--- config.mk ---
export PLATFORM = sky130hd
export DESIGN_NAME = antialiased_line_rasterizer
export DESIGN_NICKNAME = d
export VERILOG_FILES = /design/src/sv/alr_pkg.sv /design/src/sv/antialiased_line_rasterizer.sv /design/src/sv/alr_div.sv
export SDC_FILE = /design/constraint.sdc
export NUM_CORES = 1
export LEC_CHECK = 0
export BUFFER_PORTS_ARGS = -buffer_cell sky130_fd_sc_hd__buf_4
export CAP_MARGIN = 10
export CORE_MARGIN = 5
export CORE_UTILIZATION = 66
export CTS_BUF_LIST = sky130_fd_sc_hd__clkbuf_8
export DETAILED_ROUTE_END_ITERATION = 8
export GPL_TIMING_DRIVEN = 0
export PLACE_DENSITY = 0.94
export SYNTH_ARGS = -nofsm -noshare
export SYNTH_HDL_FRONTEND = slang
export SYNTH_HIERARCHICAL = 1
export SYNTH_SLANG_ARGS = --single-unit
--- constraint.sdc ---
create_clock -name clk -period 15.1 [get_ports clk]
set_clock_uncertainty 0.05 [all_clocks]
set_input_delay 1.51 -clock clk [delete_from_list [all_inputs] [get_ports clk]]
set_output_delay 1.51 -clock clk [all_outputs]
set_load 0.02 [all_outputs]
--- src/sv/alr_pkg.sv ---
// shared types and constants for the antialiased line rasterizer
`default_nettype none

package alr_pkg;

    // fixed field widths
    localparam int COORD_W  = 15;
    localparam int PIX_W    = 12;
    localparam int COLOR_W  = 32;
    localparam int OFF_W    = 26;
    localparam int PITCH_W  = 15;
    localparam int BPP_W    = 3;
    localparam int ALPHA_LO = 24;
    localparam int ALPHA_W  = 8;
    localparam int CFG_IDX_W = 2;

    // configuration register indexes
    localparam logic [CFG_IDX_W-1:0] CFG_DRAW_COLOR    = 2'd0;
    localparam logic [CFG_IDX_W-1:0] CFG_ROW_PITCH     = 2'd1;
    localparam logic [CFG_IDX_W-1:0] CFG_BYTES_PER_PIX = 2'd2;
    localparam logic [CFG_IDX_W-1:0] CFG_BUFFER_SELECT = 2'd3;

    // configuration reset values
    localparam logic [COLOR_W-1:0] DRAW_COLOR_RST = 32'hFFFF_FFFF;
    localparam logic [PITCH_W-1:0] ROW_PITCH_RST  = 15'd8192;
    localparam logic [BPP_W-1:0]   BPP_RST        = 3'd4;

    // item kinds
    localparam logic KIND_SETUP = 1'b0;
    localparam logic KIND_STEP  = 1'b1;

    // control sequencer states
    typedef enum logic [2:0] {
        ST_IDLE,
        ST_SET_AXES,
        ST_SET_ORDER,
        ST_DIV_GO,
        ST_DIV_WAIT,
        ST_PIX_SETUP,
        ST_PIX_MUL,
        ST_PIX_EMIT
    } alr_state_t;

endpackage

`default_nettype wire

--- src/sv/antialiased_line_rasterizer.sv ---
// top level of the wu-style antialiased line rasterizer
//
// usage: configuration is written through cfg_we / cfg_index / cfg_data while
// the block is idle. input items arrive on in_valid / in_ready. a setup item
// (kind 0) loads a line and produces no pixel; after it is taken in_ready stays
// low through the axis choice, the endpoint ordering and the bit-serial
// gradient divider (one quotient bit a cycle); the divider is skipped when
// the major axis has zero length. a step item (kind 1) produces one or two
// pixels on out_valid / out_ready. each pixel goes through a setup state, a
// bit-serial multiply (row*pitch + col*bpp and alpha*weight share the same
// bit loop, one row bit per cycle) and a load of the output register. in_ready
// stays low until the last pixel of the item is loaded. a step with no line
// loaded is taken and produces nothing. the output register holds a pixel
// while the receiver stalls; the block keeps working toward the next pixel
// and waits only when that one is ready to load. after the last pixel of an
// item is loaded, the next input item is accepted even if the receiver
// still stalls.
// reset: configuration returns to its defaults, no line is loaded and the
// output register is empty.
`default_nettype none

module antialiased_line_rasterizer
    import alr_pkg::*;
#(
    parameter int COORD_INT_BITS = 11,
    parameter int GRAD_FRAC_BITS = 16
) (
    input  wire logic                  clk,
    input  wire logic                  rst_n,
    // configuration write port
    input  wire logic                  cfg_we,
    input  wire logic [CFG_IDX_W-1:0]  cfg_index,
    input  wire logic [COLOR_W-1:0]    cfg_data,
    // input items
    input  wire logic                  in_valid,
    output logic                       in_ready,
    input  wire logic                  kind,
    input  wire logic [COORD_W-1:0]    start_x,
    input  wire logic [COORD_W-1:0]    start_y,
    input  wire logic [COORD_W-1:0]    end_x,
    input  wire logic [COORD_W-1:0]    end_y,
    // output items
    output logic                       out_valid,
    input  wire logic                  out_ready,
    output logic [PIX_W-1:0]           pixel_col,
    output logic [PIX_W-1:0]           pixel_row,
    output logic [COLOR_W-1:0]         pixel_color,
    output logic [OFF_W-1:0]           byte_offset,
    output logic                       buffer,
    output logic                       line_done,
    output logic                       last
);

    localparam int CFB      = COORD_W - COORD_INT_BITS;
    localparam int MB       = COORD_INT_BITS + GRAD_FRAC_BITS + 1;
    localparam int SW       = GRAD_FRAC_BITS + 2;
    localparam int WW       = GRAD_FRAC_BITS + 1;
    localparam int AW       = GRAD_FRAC_BITS + ALPHA_W;
    localparam int MINOR_SH = GRAD_FRAC_BITS - CFB;
    localparam int WIDE_W   = 16;
    localparam int MUL_W    = 4;
    localparam logic [WIDE_W-1:0] COORD_ONE = WIDE_W'(1) << CFB;
    localparam logic [WW-1:0]     WEIGHT_ONE = WW'(1) << GRAD_FRAC_BITS;

    // configuration registers
    logic [COLOR_W-1:0] draw_color_reg;
    logic [PITCH_W-1:0] row_pitch_reg;
    logic [BPP_W-1:0]   bpp_reg;
    logic               buffer_select_reg;

    // line state
    logic               steep_reg;
    logic               active_reg;
    logic [COORD_W-1:0] major_pos_reg;
    logic [COORD_W-1:0] major_end_reg;
    logic [MB-1:0]      minor_acc_reg;
    logic [SW-1:0]      slope_reg;

    // setup working registers
    logic [COORD_W-1:0] sx_reg, sy_reg, ex_reg, ey_reg;
    logic [COORD_W-1:0] maj0_reg, min0_reg, maj1_reg, min1_reg;
    logic [COORD_W-1:0] dmaj_reg, dmin_reg;
    logic               neg_reg;

    // pixel working registers
    logic               sel_reg;
    logic [PIX_W-1:0]   col_reg, row_reg;
    logic [WW-1:0]      wt_reg;
    logic               done_reg;
    logic               last_reg;
    logic [MUL_W-1:0]   bit_reg;
    logic [OFF_W-1:0]   off_acc_reg;
    logic [AW-1:0]      a_acc_reg;

    // output register
    logic               out_valid_reg;
    logic [PIX_W-1:0]   pixel_col_reg, pixel_row_reg;
    logic [COLOR_W-1:0] pixel_color_reg;
    logic [OFF_W-1:0]   byte_offset_reg;
    logic               buffer_reg, line_done_reg, last_reg_out;

    alr_state_t state_reg, state_next;
    logic       div_start;
    logic       div_done;
    logic [WW-1:0] div_q;
    logic       can_load;

    // divider for the gradient magnitude
    alr_div #(
        .GRAD_FRAC_BITS (GRAD_FRAC_BITS)
    ) u_div (
        .clk      (clk),
        .rst_n    (rst_n),
        .start    (div_start),
        .num      (dmin_reg),
        .den      (dmaj_reg),
        .done     (div_done),
        .quotient (div_q)
    );

    assign can_load = !out_valid_reg || out_ready;

    // axis choice from endpoint deltas
    logic [COORD_W-1:0] adx, ady;
    logic               steep_n;
    assign adx     = (sx_reg > ex_reg) ? sx_reg - ex_reg : ex_reg - sx_reg;
    assign ady     = (sy_reg > ey_reg) ? sy_reg - ey_reg : ey_reg - sy_reg;
    assign steep_n = ady > adx;

    // endpoint ordering by major axis
    logic               swap;
    logic [COORD_W-1:0] maj_s, maj_e, min_s, min_e;
    assign swap  = maj1_reg < maj0_reg;
    assign maj_s = swap ? maj1_reg : maj0_reg;
    assign maj_e = swap ? maj0_reg : maj1_reg;
    assign min_s = swap ? min1_reg : min0_reg;
    assign min_e = swap ? min0_reg : min1_reg;

    // per-column quantities from the line state
    logic [WIDE_W-1:0]         m_wide, cm_wide;
    logic [GRAD_FRAC_BITS-1:0] frac;
    logic [PIX_W-1:0]          minor_px, major_px;
    logic                      col_done;
    assign m_wide   = WIDE_W'(minor_acc_reg[MB-1:GRAD_FRAC_BITS]);
    assign cm_wide  = WIDE_W'(major_pos_reg[COORD_W-1:CFB]);
    assign frac     = minor_acc_reg[GRAD_FRAC_BITS-1:0];
    assign minor_px = m_wide[PIX_W-1:0] + PIX_W'(sel_reg);
    assign major_px = cm_wide[PIX_W-1:0];
    assign col_done = ({1'b0, major_pos_reg} + COORD_ONE) > {1'b0, major_end_reg};

    // serial multiply bits, msb first
    logic [PIX_W-1:0] alpha_wide, bpp_wide;
    logic             row_bit, bpp_bit, alpha_bit;
    assign alpha_wide = PIX_W'(draw_color_reg[COLOR_W-1:ALPHA_LO]);
    assign bpp_wide   = PIX_W'(bpp_reg);
    assign row_bit    = row_reg[bit_reg];
    assign bpp_bit    = bpp_wide[bit_reg];
    assign alpha_bit  = alpha_wide[bit_reg];

    // sequencer state register
    always_ff @(posedge clk or negedge rst_n)
    begin
        if (!rst_n)
            state_reg <= ST_IDLE;
        else
            state_reg <= state_next;
    end

    // next state and strobes
    always_comb
    begin
        state_next = state_reg;
        div_start  = 1'b0;
        in_ready   = 1'b0;
        unique case (state_reg)
            ST_IDLE:
            begin
                in_ready = 1'b1;
                if (in_valid)
                begin
                    if (kind == KIND_SETUP)
                        state_next = ST_SET_AXES;
                    else if (active_reg)
                        state_next = ST_PIX_SETUP;
                end
            end
            ST_SET_AXES:  state_next = ST_SET_ORDER;
            ST_SET_ORDER: state_next = ST_DIV_GO;
            ST_DIV_GO:
            begin
                if (dmaj_reg == '0)
                    state_next = ST_IDLE;
                else
                begin
                    div_start  = 1'b1;
                    state_next = ST_DIV_WAIT;
                end
            end
            ST_DIV_WAIT:
            begin
                if (div_done)
                    state_next = ST_IDLE;
            end
            ST_PIX_SETUP: state_next = ST_PIX_MUL;
            ST_PIX_MUL:
            begin
                if (bit_reg == '0)
                    state_next = ST_PIX_EMIT;
            end
            ST_PIX_EMIT:
            begin
                if (can_load)
                    state_next = last_reg ? ST_IDLE : ST_PIX_SETUP;
            end
            default: state_next = ST_IDLE;
        endcase
    end

    // configuration registers
    always_ff @(posedge clk or negedge rst_n)
    begin
        if (!rst_n)
        begin
            draw_color_reg    <= DRAW_COLOR_RST;
            row_pitch_reg     <= ROW_PITCH_RST;
            bpp_reg           <= BPP_RST;
            buffer_select_reg <= 1'b0;
        end
        else if (cfg_we)
        begin
            unique case (cfg_index)
                CFG_DRAW_COLOR:    draw_color_reg    <= cfg_data;
                CFG_ROW_PITCH:     row_pitch_reg     <= cfg_data[PITCH_W-1:0];
                CFG_BYTES_PER_PIX: bpp_reg           <= cfg_data[BPP_W-1:0];
                CFG_BUFFER_SELECT: buffer_select_reg <= cfg_data[0];
                default:           ;
            endcase
        end
    end

    // line state: setup loads it, the last pixel of a column advances it
    always_ff @(posedge clk or negedge rst_n)
    begin
        if (!rst_n)
        begin
            steep_reg     <= 1'b0;
            active_reg    <= 1'b0;
            major_pos_reg <= '0;
            major_end_reg <= '0;
            minor_acc_reg <= '0;
            slope_reg     <= '0;
        end
        else
        begin
            case (state_reg)
                ST_SET_AXES:
                    steep_reg <= steep_n;
                ST_SET_ORDER:
                begin
                    major_pos_reg <= maj_s;
                    major_end_reg <= maj_e;
                    minor_acc_reg <= MB'(min_s) << MINOR_SH;
                end
                ST_DIV_GO:
                begin
                    if (dmaj_reg == '0)
                    begin
                        slope_reg  <= SW'(WEIGHT_ONE);
                        active_reg <= 1'b1;
                    end
                end
                ST_DIV_WAIT:
                begin
                    if (div_done)
                    begin
                        slope_reg  <= neg_reg ? SW'(0) - SW'(div_q) : SW'(div_q);
                        active_reg <= 1'b1;
                    end
                end
                ST_PIX_EMIT:
                begin
                    if (can_load && last_reg)
                    begin
                        if (done_reg)
                            active_reg <= 1'b0;
                        else
                        begin
                            major_pos_reg <= major_pos_reg + COORD_ONE[COORD_W-1:0];
                            minor_acc_reg <= minor_acc_reg
                                           + {{(MB-SW){slope_reg[SW-1]}}, slope_reg};
                        end
                    end
                end
                default: ;
            endcase
        end
    end

    // setup and pixel datapath
    always_ff @(posedge clk)
    begin
        case (state_reg)
            ST_IDLE:
            begin
                sx_reg  <= start_x;
                sy_reg  <= start_y;
                ex_reg  <= end_x;
                ey_reg  <= end_y;
                sel_reg <= 1'b0;
            end
            ST_SET_AXES:
            begin
                maj0_reg <= steep_n ? sy_reg : sx_reg;
                min0_reg <= steep_n ? sx_reg : sy_reg;
                maj1_reg <= steep_n ? ey_reg : ex_reg;
                min1_reg <= steep_n ? ex_reg : ey_reg;
            end
            ST_SET_ORDER:
            begin
                dmaj_reg <= maj_e - maj_s;
                neg_reg  <= min_e < min_s;
                dmin_reg <= (min_e < min_s) ? min_s - min_e : min_e - min_s;
            end
            ST_PIX_SETUP:
            begin
                col_reg     <= steep_reg ? minor_px : major_px;
                row_reg     <= steep_reg ? major_px : minor_px;
                wt_reg      <= sel_reg ? WW'(frac) : WEIGHT_ONE - WW'(frac);
                done_reg    <= col_done;
                last_reg    <= sel_reg || (frac == '0);
                bit_reg     <= MUL_W'(PIX_W - 1);
                off_acc_reg <= '0;
                a_acc_reg   <= '0;
            end
            ST_PIX_MUL:
            begin
                off_acc_reg <= {off_acc_reg[OFF_W-2:0], 1'b0}
                             + (row_bit ? OFF_W'(row_pitch_reg) : OFF_W'(0))
                             + (bpp_bit ? OFF_W'(col_reg) : OFF_W'(0));
                a_acc_reg   <= {a_acc_reg[AW-2:0], 1'b0}
                             + (alpha_bit ? AW'(wt_reg) : AW'(0));
                if (bit_reg != '0)
                    bit_reg <= bit_reg - 1'b1;
            end
            ST_PIX_EMIT:
            begin
                if (can_load)
                    sel_reg <= 1'b1;
            end
            default: ;
        endcase
    end

    // output register valid
    always_ff @(posedge clk or negedge rst_n)
    begin
        if (!rst_n)
            out_valid_reg <= 1'b0;
        else if (state_reg == ST_PIX_EMIT && can_load)
            out_valid_reg <= 1'b1;
        else if (out_ready)
            out_valid_reg <= 1'b0;
    end

    // output register payload
    always_ff @(posedge clk)
    begin
        if (state_reg == ST_PIX_EMIT && can_load)
        begin
            pixel_col_reg   <= col_reg;
            pixel_row_reg   <= row_reg;
            pixel_color_reg <= {a_acc_reg[AW-1:GRAD_FRAC_BITS],
                                draw_color_reg[ALPHA_LO-1:0]};
            byte_offset_reg <= off_acc_reg;
            buffer_reg      <= buffer_select_reg;
            line_done_reg   <= done_reg;
            last_reg_out    <= last_reg;
        end
    end

    assign out_valid   = out_valid_reg;
    assign pixel_col   = pixel_col_reg;
    assign pixel_row   = pixel_row_reg;
    assign pixel_color = pixel_color_reg;
    assign byte_offset = byte_offset_reg;
    assign buffer      = buffer_reg;
    assign line_done   = line_done_reg;
    assign last        = last_reg_out;

endmodule

`default_nettype wire

--- src/sv/alr_div.sv ---
// bit-serial restoring divider for the line gradient, one quotient bit per cycle
`default_nettype none

module alr_div
    import alr_pkg::*;
#(
    parameter int GRAD_FRAC_BITS = 16
) (
    input  wire logic                      clk,
    input  wire logic                      rst_n,
    input  wire logic                      start,
    input  wire logic [COORD_W-1:0]        num,
    input  wire logic [COORD_W-1:0]        den,
    output logic                           done,
    output logic [GRAD_FRAC_BITS:0]        quotient
);

    localparam int CW = $clog2(GRAD_FRAC_BITS + 1);

    logic                     running_reg;
    logic [CW-1:0]            cnt_reg;
    logic [COORD_W-1:0]       rem_reg;
    logic [COORD_W-1:0]       den_reg;
    logic [GRAD_FRAC_BITS:0]  quo_reg;
    logic [COORD_W:0]         rem_sh;
    logic                     fits;
    logic [COORD_W:0]         rem_sub;

    // one trial subtract per cycle on the shifted remainder
    assign rem_sh  = {rem_reg, 1'b0};
    assign fits    = rem_sh >= {1'b0, den_reg};
    assign rem_sub = rem_sh - {1'b0, den_reg};

    assign done     = running_reg && (cnt_reg == '0);
    assign quotient = quo_reg;

    // control: run for one step per fraction bit
    always_ff @(posedge clk or negedge rst_n)
    begin
        if (!rst_n)
        begin
            running_reg <= 1'b0;
            cnt_reg     <= '0;
        end
        else if (start)
        begin
            running_reg <= 1'b1;
            cnt_reg     <= CW'(GRAD_FRAC_BITS);
        end
        else if (running_reg)
        begin
            if (cnt_reg == '0)
                running_reg <= 1'b0;
            else
                cnt_reg <= cnt_reg - 1'b1;
        end
    end

    // datapath: integer part settled at start (numerator never exceeds divisor)
    always_ff @(posedge clk)
    begin
        if (start)
        begin
            den_reg <= den;
            if (num >= den)
            begin
                rem_reg <= num - den;
                quo_reg <= (GRAD_FRAC_BITS+1)'(1);
            end
            else
            begin
                rem_reg <= num;
                quo_reg <= '0;
            end
        end
        else if (running_reg && (cnt_reg != '0))
        begin
            rem_reg <= fits ? rem_sub[COORD_W-1:0] : rem_sh[COORD_W-1:0];
            quo_reg <= {quo_reg[GRAD_FRAC_BITS-1:0], fits};
        end
    end

endmodule

`default_nettype wire

==> flow_summary.yaml, run 1 <==
status:
  outcome: "complete, no violations"
pwr:
  power_frac_comb: 0.099
  max-vdd-ir-drop_v: 0.0000872
  seq_power_share: 0.494
  swShare: 0.256
  finalPower_w: 0.00320
  p_leak_nw: 15.0
  switchingPower_w: 0.000821
  powerDensity_nw_per_um2: 88.0
  p_int_w: 0.00238
  p_clk_frac: 0.407
cts:
  cts.path.max_buffers: 3
  numCtsBuffers: 86
  cts_tree: "built"
  clkTransAtPathRegs_ps: 70
  holdBufCountCts: 0
  cts-root-buf: "clkbuf_8"
  htree_levels: 3
  cts_resized: 0
  cts_sinks: 520
  clock_latency_ps: 730
  post_cts_buffers: 0
setup_path:
  cp-start-kind: "flip-flop"
  cp_slowest_cell: "buf_1"
  cpLargestDelayFamily: "buffers and inverters"
  end_kind: "flip-flop"
  worst-path-buf-inv: 6
  crit_fanout: 10
  required_ps: 15480
  cpPeakStageDelay_ps: 720
  cpMostUsedCell: "o21a_1"
  critPathArrivalTime_ps: 7190
  crit_type: "flip-flop to flip-flop"
timing:
  finalSetupViolCount: 0
  fin_crit_sh: 0.451
  max_freq_mhz: 147
  hold_violations: 0
  fin_setup_tns_ps: 0
  tightest_slew_ps: 1140
  max_slew_margin: 0.238
  rsz0062_at_grt: "no"
  maxSlewViolCount: 0
  layout_min_cycle_time_ps: 6810
place:
  gp_congestion: 1.04
  io_buffers: 186
  placed_cell_area_um2: 34600
  post-dp-hpwl_um: 70200
grt:
  track_usage: 0.352
  grt-ovfl-total: 0
  grt_antenna_before_repair: 2
  grt_max_degree: 95
  grt_pass1_vias: 26700
  grt_pass1_wl_um: 148000
route:
  route.detailed.drc: 0
  routed-wl-met3_um: 8210
  via_per_inst: 6.56
  drt_iter0_markers: 3127
  met1_length_um: 35400
  first_pass_iters: 9
  top_layer: "met5"
  drt-total-wl_um: 95600
  wl_met2_um: 45900
  ant_nets: 0
  num_vias: 26500
  wl_per_cell_um: 23.7
synthesis:
  syn_area_um2: 32100
  synthSimpleGateAreaFrac: 0.132
  synth_seq_cells: 520
  synth_fa_ha_area_frac: 0.0985
  synth.distinct_cells: 110
  syn_inst: 3053
  synth.area.mux_share: 0.0640
  synth_compound_area_frac: 0.151
  seq_area_frac_synth: 0.466
  synthesis.nets: 3381
  synth_edf_count: 381
  yosys.area_share.xor_xnor: 0.0488
  synth_top_family_by_area: "compound AO/OA/AOI/OAI gates"
  syn_area_per_cell_um2: 10.5
  async_reset_ff_frac: 0.267
  ys_warn_count: 6
  ys.flop_type: "edfxtp_1"
die:
  initial_core_util: 0.670
  die_w_um: 231
  core_um2: 47900
  die_area_um2: 53200
  die_h_um: 231
  io_pins: 187
  std_cell_rows: 80
final_layout:
  layout_common_cells: "381 x edfxtp_1, 229 x inv_1, 224 x nand2_1"
  num-nets-final: 3673
  nFillCells: 3025
  syn2layout_area_growth_pct: 13.3
  postLayoutCoreUtil: 0.759
  layout_commonest_cell: "edfxtp_1"
  final_design_area_no_fill_um2: 36400
  drive_gt1_frac: 0.155
flow_run:
  maxCapViolations: 0
min_path:
  hold_path.class: "flip-flop to flip-flop"
[per-layer routing]
| metal | global-route usage | up-vias |
|---|---|---|
| met5 | 0 | - |
| met4 | 0.182 | 2 |
| met3 | 0.0739 | 426 |
| met2 | 0.593 | 1691 |
| met1 | 0.429 | 12600 |
| li1 | - | 11800 |
[worst register-to-register path, delay by kind of cell, from the launching register on]
family | cells | cell delay [ps]
flops | 1 | 350
simple gates | 4 | 740
mux | 2 | 970
compound gates | 11 | 1830
buf+inv | 6 | 2030
fa+ha+maj | 2 | 580
[cell type report]
| class | instances | area, um2 | share of cell area |
|---|---|---|---|
| Tap cell | 615 | 769 | 0.0211 |
| Multi-Input combinational cell | 2213 | 15900 | 0.437 |
| Antenna cell | 2 | 5.00 | 0.000137 |
| Clock buffer | 92 | 1270 | 0.0348 |
| Inverter | 206 | 776 | 0.0213 |
| Clock inverter | 70 | 517 | 0.0142 |
| Timing Repair Buffer | 204 | 1670 | 0.0460 |
| Buffer | 114 | 515 | 0.0142 |
| Sequential cell | 520 | 15000 | 0.411 |
[stage by stage]
stage / instances / worst slack (ps) / hold WS (ps)
2_1_floorplan: 3053 / 8210 / 350
3_3_place_gp: 3854 / 6340 / 358
3_5_place_dp: 3871 / 8450 / 357
4_1_cts: 4033 / 8390 / 370
5_1_grt: 4035 / 8010 / 393
6_report: 4036 / 8290 / 378
[path summary, 6_finish.rpt]
| check | start | endpoint | slack [ps] | cells after the start |
|---|---|---|---|---|
| worst max-delay path | sy_reg[8]$_DFFE_PP_ | min0_reg[9]$_DFFE_PP_ | 8290 | 25 |
| worst min-delay path | row_reg[6]$_DFFE_PP_ | pixel_row[6]$_DFFE_PP_ | 380 | 0 |
| worst max register to register | sy_reg[8]$_DFFE_PP_ | min0_reg[9]$_DFFE_PP_ | 8290 | 25 |
| worst min register to register | row_reg[6]$_DFFE_PP_ | pixel_row[6]$_DFFE_PP_ | 380 | 0 |
| max in group asynchronous | rst_n | minor_acc_reg[20]$_DFFE_PN0P_ | 13410 | 2 |
| min in group asynchronous | rst_n | minor_acc_reg[6]$_DFFE_PN0P_ | 710 | 1 |
[synth_stat cells (63+ instances only)]
cell,instances,share of area
nor2_1,203,0.024
xor2_1,75,0.020
edfxtp_1,381,0.36
inv_1,203,0.024
ha_1,208,0.081
a21o_1,75,0.018
nand2_1,224,0.026
and2_1,63,0.012
a21oi_1,205,0.032
mux2i_1,104,0.032
xnor2_1,104,0.028
mux2_2,79,0.028
dfrtp_1,105,0.082
o21ai_0,167,0.026
clkbuf_1,77,0.0090
[power by group through the flow]
stage / logic, W / registers (W) / clock network [W]
4_1_cts: 0.000309 / 0.00158 / 0.00131
5_1_grt: 0.000340 / 0.00158 / 0.00138
6_report: 0.000318 / 0.00158 / 0.00130
2_1_floorplan: 0.000204 / 0.00160 / 0
3_3_place_gp: 0.000263 / 0.00160 / 0
3_5_place_dp: 0.000293 / 0.00161 / 0
[cell families (layout without fill, tap and decap cells)]
family / Yosys count / after routing
and+or+nand+nor: 851 / 851
AOI/OAI and AO/OA: 750 / 750
DFF: 520 / 520
buffers and inverters: 320 / 686
adders and majority gates: 244 / 244
muxes: 189 / 189
xor gates and xnor gates: 179 / 179
other: 0 / 2
(Power assumes the default switching activity.)
==> run 2: changes to the inputs <==
- CORE_UTILIZATION: 66 -> 64
- PLACE_DENSITY: 0.94 -> 0.92
- clock period: 15.1 -> 6.5 ns (I/O delays scaled with it)
==> run 2 against run 1 <==
The run now ends with design-rule violations left. Critical path depth shrank 7. Sequential power up 130%. Hold slack worse by 310 ps. Largest cell class unchanged.
==> flow_summary.yaml, run 2 (synthesis gave the netlist of run 1 again) <==
setup_path:
  crit_fanout: 10
  end_kind: "flip-flop"
  reg2reg_slack_ps: 30
  critPathArrivalTime_ps: 6860
  crit_type: "flip-flop to flip-flop"
  r2r-start: "bit_reg[1]$_SDFFCE_PN1P_"
  required_ps: 6890
  startpoint: "bit_reg[1]$_SDFFCE_PN1P_"
  cp-start-kind: "flip-flop"
route:
  num_vias: 27000
  route.detailed.drc: 58
  drt-total-wl_um: 96100
  first_pass_iters: 9
  wl_per_cell_um: 23.5
  via_per_inst: 6.60
  drt_iter0_markers: 3778
  ant_nets: 0
final_layout:
  insertedDiodeCount: 0
  num-nets-final: 3674
  postLayoutCoreUtil: 0.728
  layout_commonest_cell: "edfxtp_1"
  drive_gt1_frac: 0.157
  layout_common_cells: "381 x edfxtp_1, 231 x inv_1, 224 x nand2_1"
  syn2layout_area_growth_pct: 13.2
grt:
  grt_max_degree: 77
  track_usage: 0.344
  grt_pass1_wl_um: 147000
  grt_pass1_vias: 26800
  grt-ovfl-total: 0
  grt_antenna_before_repair: 0
timing:
  rsz0062_at_grt: "no"
  layout_min_cycle_time_ps: 6470
  max_slew_margin: 0.331
  hold_violations: 0
  fin_crit_sh: 0.995
  maxSlewViolCount: 0
  tightest_slew_ps: 1000
  finalSetupViolCount: 0
  max_freq_mhz: 155
pwr:
  finalPower_w: 0.00727
  max-vdd-ir-drop_v: 0.000197
  powerDensity_nw_per_um2: 200
  p_leak_nw: 14.9
cts:
  cts-root-buf: "clkbuf_8"
  numCtsBuffers: 85
  htree_levels: 3
  cts_sinks: 520
  cts_tree: "built"
  clock_latency_ps: 720
  cts.path.max_buffers: 3
  clkTransAtPathRegs_ps: 70
die:
  io_pins: 187
  die_w_um: 234
  die_h_um: 234
  die_area_um2: 54800
  std_cell_rows: 82
  initial_core_util: 0.643
  core_um2: 50000
min_path:
  hold_path_startpoint: "start_x[7]"
  hold_path.class: "input port to flip-flop"
place:
  io_buffers: 186
  gp_congestion: 1.01
  post-dp-hpwl_um: 67700
status:
  violations: "design-rule violations"
  outcome: "finished with violations"
flow_run:
  maxCapViolations: 0
==> run 2: per-layer routing <==
metal  global-route usage  vias up  routed length, um
met5                    0        -                  0
met2                0.559     1909              45100
met4                0.222        0               7700
met1                0.408    12700              33300
li1                     -    11700                  -
met3               0.0913      595              10000
==> run 2: through the flow <==
step / cell area [um2] / setup WS (ps) / TNS (ps) / hold WS, ps / std cells
after global placement: 34400 / -1700 / -189080 / 352 / 3911
after CTS: 36300 / 21.4 / 0 / 32.6 / 4085
final: 36400 / 29.8 / 0 / 63.7 / 4086
after global routing: 36400 / 26.3 / 0 / 44.5 / 4086
after floorplan: 32100 / 289 / 0 / 304 / 3053
after detailed placement: 34700 / -95.0 / -95.0 / 364 / 3929
==> run 2: where the power goes <==
group / switching (W) / total (W) / internal, W
sequential: 0.0000426 / 0.00368 / 0.00363
combinational: 0.000430 / 0.000757 / 0.000327
clock: 0.00141 / 0.00283 / 0.00142
==> run 2: critical path, stage by stage (launching register included) <==
cell and delay (ps):
edfxtp_1 320, clkbuf_1 610, mux4_2 390, mux2i_1 80, o21ai_0 620, and2_1 290
fa_1 460, ha_1 270, fa_1 440, a21o_1 180, a21oi_1 280, o21bai_1 130
a21oi_1 310, o21bai_1 220, a211oi_1 430, o21ai_0 230, a221oi_2 610, or3_1 210
a21oi_1 70
==> run 2: final timing paths <==
path	to	cells past startpoint
setup / recovery	off_acc_reg[17]$_SDFFCE_PN0P_	18
hold / removal	sx_reg[7]$_DFFE_PP_	1
setup reg to reg	off_acc_reg[17]$_SDFFCE_PN0P_	18
hold reg to reg	pixel_color[31]$_DFFE_PP_	0
max in group asynchronous	slope_reg[17]$_DFFE_PN0P_	3
min in group asynchronous	out_valid$_DFFE_PN0P_	2
==> run 2: final cells by class <==
class / instances / area, um2
buffer: 113 / 518
clock buffer: 94 / 1290
clock inverter: 61 / 354
fill: 3131 / 13600
inverter: 206 / 776
multi-input combinational: 2213 / 15900
sequential: 520 / 15000
tap: 672 / 841
timing repair buffer: 207 / 1690
==> run 2: timing repair <==
action / in CTS / in global routing
pin swaps: 0 / 1
hold buffers: 1 / 0
hold endpoints to repair: 30 / 0
setup endpoints to repair: 6 / 65
resized for setup: 2 / 7
buffers inserted: 0 / 2
